$ cat config.mk
export PLATFORM = sky130hd
export DESIGN_NAME = fst_divider
export DESIGN_NICKNAME = d
export VERILOG_FILES = /design/src/rtl/flow_statistics_table_defines.svh /design/src/rtl/fst_pkg.sv /design/src/rtl/fst_divider.sv
export SDC_FILE = /design/constraint.sdc
export NUM_CORES = 1
export LEC_CHECK = 0
export BUFFER_PORTS_ARGS = -buffer_cell sky130_fd_sc_hd__clkbuf_2
export CAP_MARGIN = 0
export CORE_UTILIZATION = 57
export CTS_CLUSTER_SIZE = 12
export DETAILED_ROUTE_END_ITERATION = 8
export GPL_TIMING_DRIVEN = 0
export PLACE_DENSITY_LB_ADDON = 0.15
export SYNTH_ARGS = -nofsm -noshare
export SYNTH_HDL_FRONTEND = slang
export SYNTH_SLANG_ARGS = --single-unit
$ cat constraint.sdc
create_clock -name clk -period 3.4 [get_ports clk]
set_input_delay 0.17 -clock clk [delete_from_list [all_inputs] [get_ports clk]]
set_output_delay 0.17 -clock clk [all_outputs]
set_load 0.01 [all_outputs]
$ cat src/rtl/flow_statistics_table_defines.svh
// ----------------------------------------------------------------------------
// flow statistics table assertion macros
// shared concurrent assertion forms, clocked on clk and quiet in reset
// ----------------------------------------------------------------------------
`ifndef FLOW_STATISTICS_TABLE_DEFINES_SVH
`define FLOW_STATISTICS_TABLE_DEFINES_SVH

// condition implies consequence in the same cycle
`define FST_ASSERT_SAME(lbl, cond, cons, msg) \
  lbl: assert property (@(posedge clk) disable iff (rst) (cond) |-> (cons)) else $error(msg);

// condition implies consequence in the next cycle
`define FST_ASSERT_NEXT(lbl, cond, cons, msg) \
  lbl: assert property (@(posedge clk) disable iff (rst) (cond) |=> (cons)) else $error(msg);

`endif

$ cat src/rtl/fst_pkg.sv
// ----------------------------------------------------------------------------
// fst_pkg
// types, codes and sizes shared by the flow statistics table modules
// ----------------------------------------------------------------------------
package fst_pkg;

  // table geometry
  localparam int TABLE_ENTRIES = 1024;
  localparam int IDX_W         = $clog2(TABLE_ENTRIES);
  localparam int CNT_W         = IDX_W + 1;

  // rate scaling: gain * 1000 is at most 74 bits
  localparam int DVD_W         = 74;
  localparam int STEP_W        = $clog2(DVD_W + 1);

  // register map
  localparam logic        REG_RATE_WINDOW   = 1'b0;
  localparam logic [15:0] RATE_WINDOW_RESET = 16'd1000;

  // request kinds
  localparam logic [1:0] KIND_UPDATE = 2'd0;
  localparam logic [1:0] KIND_LOOKUP = 2'd1;
  localparam logic [1:0] KIND_PURGE  = 2'd2;
  localparam logic [1:0] KIND_CLEAR  = 2'd3;

  // result status codes
  localparam logic [2:0] ST_INSERTED  = 3'd0;
  localparam logic [2:0] ST_UPDATED   = 3'd1;
  localparam logic [2:0] ST_FOUND     = 3'd2;
  localparam logic [2:0] ST_NOT_FOUND = 3'd3;
  localparam logic [2:0] ST_FULL      = 3'd4;
  localparam logic [2:0] ST_PURGED    = 3'd5;

  // one stored flow; index 0 packets, 1 bytes, 2 payload bytes
  typedef struct packed {
    logic             vld;
    logic [127:0]     key;
    logic [2:0][63:0] tot;
    logic [2:0][63:0] gain;
    logic [2:0][31:0] rate;
    logic [31:0]      tm;
  } fst_rec_t;

  // divider status toward the controller
  typedef struct packed {
    logic busy;
    logic done;
  } fst_div_stat_t;

  // gain * 1000 by shifts: 1024 - 16 - 8
  function automatic logic [DVD_W-1:0] times_ms_per_sec(input logic [63:0] g);
    logic [DVD_W-1:0] w;
    begin
      w = {{(DVD_W-64){1'b0}}, g};
      return (w << 10) - (w << 4) - (w << 3);
    end
  endfunction

endpackage

$ cat src/rtl/fst_divider.sv
// ----------------------------------------------------------------------------
// fst_divider
// restoring divider, one quotient bit a cycle, quotient saturated to 32 bits
// ----------------------------------------------------------------------------
module fst_divider
  import fst_pkg::*;
(
  input  logic             clk,
  input  logic             rst,
  input  logic             start,
  input  logic [DVD_W-1:0] dividend,
  input  logic [31:0]      divisor,
  output fst_div_stat_t    stat,
  output logic [31:0]      quotient
);

  logic              busy;
  logic              done;
  logic [STEP_W-1:0] step;
  logic [DVD_W-1:0]  dvd;
  logic [31:0]       dsr;
  logic [31:0]       rem;
  logic [31:0]       q;
  logic              ovf;
  logic [32:0]       rem_sh;
  logic              ge;
  logic [31:0]       rem_next;

  // one trial subtraction
  always_comb begin
    rem_sh   = {rem, dvd[DVD_W-1]};
    ge       = rem_sh >= {1'b0, dsr};
    rem_next = ge ? 32'(rem_sh - {1'b0, dsr}) : rem_sh[31:0];
  end

  // control
  always_ff @(posedge clk) begin
    if (rst) begin
      busy <= 1'b0;
      done <= 1'b0;
      step <= '0;
    end else begin
      done <= 1'b0;
      if (start) begin
        busy <= 1'b1;
        step <= '0;
      end else if (busy) begin
        step <= step + 1'b1;
        if (step == STEP_W'(DVD_W - 1)) begin
          busy <= 1'b0;
          done <= 1'b1;
        end
      end
    end
  end

  // datapath
  always_ff @(posedge clk) begin
    if (start) begin
      dvd <= dividend;
      dsr <= divisor;
      rem <= '0;
      q   <= '0;
      ovf <= 1'b0;
    end else if (busy) begin
      dvd <= dvd << 1;
      rem <= rem_next;
      q   <= {q[30:0], ge};
      ovf <= ovf | q[31];
    end
  end

  assign stat.busy = busy;
  assign stat.done = done;
  assign quotient  = ovf ? '1 : q;

endmodule

## After elaboration in Yosys (flattened, before gate mapping)

Cells that the tools add are included.

- Word-level logic and storage cells: 25
- Register bits: 180
- Output and inout bits: 34
- Memory bits (writable): 0
- Bits in latches: 0
- Bits of input ports: 109
- Bits in read-only memories: 0
- Memories: 0

- Bitwise gates (word level): 2
- $add $sub $neg: 2
- Divide/modulo/power cells: 0
- Mux-type cells: 8
- $mul: 0
- Eq/ne operators: 1
- $lt $le $gt $ge: 1
- Reductions and logical operators: 3
- Shifts and indexed selects: 0

Operators with widths:

| operator | count |
|---|---|
| 74-bit two-way mux | 2 |
| 32-bit two-way mux | 2 |
| 33-bit by 32-bit >= comparator with 1-bit output | 1 |
| 32-bit subtractor | 1 |
| 7-bit by 1-bit adder with 7-bit output (second input constant) | 1 |
| 7-bit equality test (second input constant) | 1 |
| 1-bit two-way mux | 4 |
| 3-bit OR reduction | 1 |
| 2-bit nonzero test | 1 |
| 2-bit OR reduction | 1 |
| 1-bit inverter | 1 |
| 1-bit bitwise OR | 1 |

## Longest topological paths before layout

- Depth in word-level cells: 4
- Mapped depth: 13
- Gate-level depth less buffers: 11

## Least setup slack after synthesis

OpenSTA, ideal clock, no wires.

- Path type: register to register
- Start point: reg busy
- End point: reg dvd[0] (enable)
- Required time: 2.972 ns
- Stages on the path, launching flop included: 5
- Library setup time: 0.428 ns
- Arrival time: 2.405 ns
- Clock period less this slack: 2.833 ns
- Slack: 0.567 ns
- Buffers on the path: 2
- Path through: dfxtp_1 -> clkbuf_1 -> clkbuf_1 -> nor2_1 -> inv_1

- Word-level cells in the longest chain between the ends: 1

Ends and longest elaborated chain:

| item | RTL line | RTL |
|---|---|---|
| from (decl) | fst_divider.sv:17 | `logic busy;` |
| from (signal assigned) | fst_divider.sv:39 | `busy <= 1'b0;` |
| from (signal assigned) | fst_divider.sv:45 | `busy <= 1'b1;` |
| from (signal assigned) | fst_divider.sv:50 | `busy <= 1'b0;` |
| 2-bit nonzero test (no line) | n/a |  |
| to (signal assigned) | fst_divider.sv:60 | `dvd <= dividend;` |
| to (signal assigned) | fst_divider.sv:66 | `dvd <= dvd << 1;` |
| to (decl) | fst_divider.sv:20 | `logic [DVD_W-1:0] dvd;` |

Every way passes these cells.
A chain may end at the register's enable or synchronous reset.

## Worst setup path after layout

- Start point: reg dsr[14]
- End point: reg rem[26]

- Word-level cells in the longest chain between the ends: 2
- Elaborated cells between the ends (all ways): 3
- Those cells by class: 1 x add/sub; 1 x order compare; 1 x mux

Ends and longest elaborated chain:

| item | RTL line | RTL |
|---|---|---|
| from (decl) | fst_divider.sv:21 | `logic [31:0] dsr;` |
| from (signal assigned) | fst_divider.sv:61 | `dsr <= divisor;` |
| 32-bit subtractor or 33-bit by 32-bit >= comparator with 1-bit output (tied branches) | fst_divider.sv:33, fst_divider.sv:32 |  |
| 32-bit two-way mux (*) | fst_divider.sv:33 | `rem_next = ge ? 32'(rem_sh - {1'b0, dsr}) : rem_sh[31:0];` |
| to (signal assigned) | fst_divider.sv:67 | `rem <= rem_next;` |
| to (decl) | fst_divider.sv:22 | `logic [31:0] rem;` |

Every way passes the cells marked *; elsewhere a longest branch is shown, timed or not.

==> impl_summary.log <==
[metrics] Std-Cell Rows: between 40 and 50
[metrics] clock tree sinks: 180
[metrics] Vert. Die Dim: approximately 130 um
[metrics] number of enable flip-flop cells after synthesis: roughly 110
[metrics] kind of start point of the critical path: flop
[metrics] Post-Route Hold Slack: roughly 26 ps
[metrics] buffer type at the clock tree root: sky130_fd_sc_hd__clkbuf_16
[metrics] CP max stage delay: 420 ps
[metrics] router iterations before antenna repair: 6
[metrics] detailed-route vias per instance: 5.58
[metrics] initial antenna violation count: 0
[metrics] total cell area at the placement stage: 0.0102 mm^2
[metrics] gr usage total: 26.0%
[metrics] top cell type by total area after synthesis: sky130_fd_sc_hd__edfxtp_1
[metrics] area of the core: 0.0158 mm^2
[metrics] Tcrit/Tclk final: between 90 and 100%
[metrics] I/O Buffers: about 140
[metrics] total routed wirelength: 20600 um
[metrics] Final HPWL DP: around 14000 um
[metrics] starting density of the core: between 50% and 60%
[metrics] portion of synthesized cell area occupied by the leading cell type: between 30 and 40%
[metrics] antenna-violating nets left: 0
[metrics] final number of hold-violating endpoints: 0
[metrics] max-capacitance violation count: 0
[metrics] CP Capture Type: flop
[metrics] count of pins over their slew limit: 0
[metrics] post-synthesis sequential element count: 180
[metrics] number of unique standard cell types used by synthesis: between 60 and 70
[metrics] post-synthesis to final-layout area growth: 20.5%
[metrics] worst setup slack for register-to-register paths: roughly 200 ps
[metrics] measured slew at the worst slew-check pin: just under 1000 ps
[metrics] Min-Delay Startpoint: dividend[35]
[metrics] worst path required time: around 3700 ps
[metrics] number of DRC markers after the initial detailed-route iteration: 414
[metrics] run status: finished, final reports clean
[metrics] startpoint-to-endpoint class of the critical path: flop to flop
[metrics] routability cong.: between 0.8 and 0.9
[metrics] FFs w/ async S/R, synth: 0%
[metrics] CTS Buf Count: 17
[metrics] boundary pin count: 143
[metrics] via count of the first global-routing pass: 6929
[metrics] Hold Path Cell Cnt: 2
[metrics] VDD IR max: ~0.4 mV
[metrics] Layout Cell Area excl Fill: ~0.011 mm^2
[metrics] via count: between 7000 and 8000
[metrics] minimum clock period after layout: approximately 3200 ps
[metrics] worst-case clock skew: around 9.5 ps
[metrics] die area: approximately 0.017 mm^2
[metrics] total nets after synthesis: roughly 1000
[metrics] reg2reg end: rem[26]
[metrics] relative slew slack: 34.4%
[metrics] leading post-synthesis cells by cell area: sky130_fd_sc_hd__edfxtp_1, sky130_fd_sc_hd__dfxtp_1, sky130_fd_sc_hd__mux2_2, sky130_fd_sc_hd__ha_1, sky130_fd_sc_hd__mux2i_1
[metrics] source of the worst register-to-register timing path: dsr[14]
[metrics] diode insertion count for antenna repair: 0
[metrics] crit path DAT: 3490 ps
[metrics] worst slack after detailed placement: 208 ps
[metrics] Netlist Area Pre-Place: roughly 0.0092 mm^2
[metrics] maximum fanout along the worst path: 10
[metrics] H-Tree Level Count: 4
[metrics] largest net degree at the start of global routing: 75
[metrics] Synth warnings: 0
[metrics] clock transition at the registers of the reported paths: 80 ps
[metrics] sequential cell area fraction in the yosys report: about half
[metrics] clock buffer depth: 2
[metrics] Final TNS setup: 0 ps
[metrics] Synth Flop Type: sky130_fd_sc_hd__edfxtp_1
[metrics] total power density per cell area: 484 mW/mm^2
[metrics] top cell types by occurrence after synthesis: sky130_fd_sc_hd__edfxtp_1, sky130_fd_sc_hd__nor2_1, sky130_fd_sc_hd__dfxtp_1, sky130_fd_sc_hd__mux2_2, sky130_fd_sc_hd__clkbuf_1
[metrics] average size of a mapped cell: roughly 11 um^2
[metrics] Worst Reg-to-Reg Cells: 12
[metrics] cell with the largest stage delay on the worst path: sky130_fd_sc_hd__a2111oi_0
[metrics] Worst-Skew Late Latency: between 400 and 500 ps
[metrics] Finished Core Util: 70.1%
[metrics] WL/cell: between 15 and 20 um
[metrics] count of endpoints failing setup in the final report: 0
[metrics] global-route wire length before repair: 33700 um
[metrics] Worst Slack Setup Final: 201 ps
[metrics] post-CTS setup buffer count: 0
[metrics] most frequently used cell type in the post-synthesis netlist: sky130_fd_sc_hd__edfxtp_1
[metrics] number of standard cells after synthesis: between 800 and 900
[metrics] worst-path cell chain: inv_1, ha_1, a21oi_2, o21bai_1, a2111oi_0, a21bo_2, a211o_1, and3_1, buf_2, clkbuf_2, o21ai_0, a311oi_1
[metrics] setup repair after global routing missed its margin: false
[metrics] terminating pin of the worst hold path: dvd[35]
[metrics] clock tree from TritonCTS: built
[metrics] die boundary width: ~130 um
[metrics] Hold/Removal Path Class: input port to flop
[metrics] maximum clock frequency: between 300 and 400 MHz
[metrics] nets@finish: between 1000 and 1500
[metrics] total congestion overflow: 0
[metrics] fraction of layout instances using a drive strength above 1: between 20% and 30%
[metrics] remaining routing DRC violations: 0
[metrics] static leakage power: about 4.8 nW
==> final cells by class <==
class	count	area, um^2
inverter	42	160
multi-input combinational	574	4190
timing repair buffer	175	1040
tap	216	270
sequential	180	4660
clock buffer	18	429
buffer	51	206
fill	1206	4730
clock inverter	14	141
==> state kept, by name, indices dropped and copies added (netlist names) <==
| register | cells |
|---|---|
| rem | 32 |
| dsr | 32 |
| ovf | 1 |
| busy | 1 |
| step | 7 |
| dvd | 74 |
| q | 32 |
| done | 1 |
==> where the power goes <==
part	internal (mW)	switching, mW	total, mW
clock	0.978	0.933	1.91
combinational	0.410	0.497	0.907
sequential	2.49	0.0667	2.56
total	3.88	1.50	5.38
==> cell families (layout without fill, tap and decap cells) <==
logic type | after synthesis | count (layout) | share of synthesized area, %
buf+inv | 93 | 300 | 3.93
mux | 105 | 105 | 12.4
simple gates | 237 | 237 | 12.9
xor+xnor | 30 | 30 | 2.85
flops | 180 | 180 | 50.6
compound gates | 167 | 167 | 12.4
fa+ha+maj | 35 | 35 | 4.84
==> cell usage in the layout (no fill, tap or decap), drive strengths merged, types with 8 or more instances in the layout <==
cell type      n
a21o          16
or2           35
dlygate4sd3   33
o21ai         37
nor2b          9
mux2i         31
inv           51
mux2          74
clkbuf       204
ha            34
a211oi         8
xnor2         18
and3          12
a311oi        22
edfxtp       106
xor2          12
a21oi         32
dfxtp         74
nor2          78
nand2         30
nand4         10
nand3         29
nor3           9
==> how the worst max path moves through the flow <==
stage | cells after the start | to | from
5_1_grt | 13 | rem[26] | dsr[6]
4_1_cts | 13 | rem[26] | dsr[6]
6_report | 12 | rem[26] | dsr[14]
2_1_floorplan | 4 | dvd[0] | busy
3_3_place_gp | 4 | dvd[22] | start
3_5_place_dp | 13 | rem[26] | dsr[6]
==> per-layer routing <==
| metal | share of wire (%) | global-route usage [%] | vias up |
|---|---|---|---|
| met2 | 46 | 40.7 | 191 |
| met1 | 45 | 34.3 | 3372 |
| li1 | - | - | 3505 |
| met5 | 0 | 0 | - |
| met3 | 6.9 | 8.42 | 23 |
| met4 | 1.3 | 8.44 | 0 |
==> what timing repair did <==
item	CTS	global route
endpoints found under the setup margin	0	24
resized for setup	0	5
hold endpoints to repair	33	0
hold buffers	33	0
==> per-stage QoR <==
step / std cells / power, mW
finish: 1270 / 5.38
global route: 1270 / 5.61
CTS: 1270 / 5.41
detailed placement: 1205 / 3.47
global placement: 1205 / 3.45
floorplan: 847 / 3.22
==> worst max-delay path: cells and delay by family (launching register included) <==
| kind | cells | cell delay, ps |
|---|---|---|
| AOI/OAI and AO/OA | 7 | 1750 |
| DFF | 1 | 330 |
| buffers and inverters | 3 | 410 |
| adders and majority gates | 1 | 380 |
| and+or+nand+nor | 1 | 180 |
No activity file was read; power rests on OpenSTA's default activity.
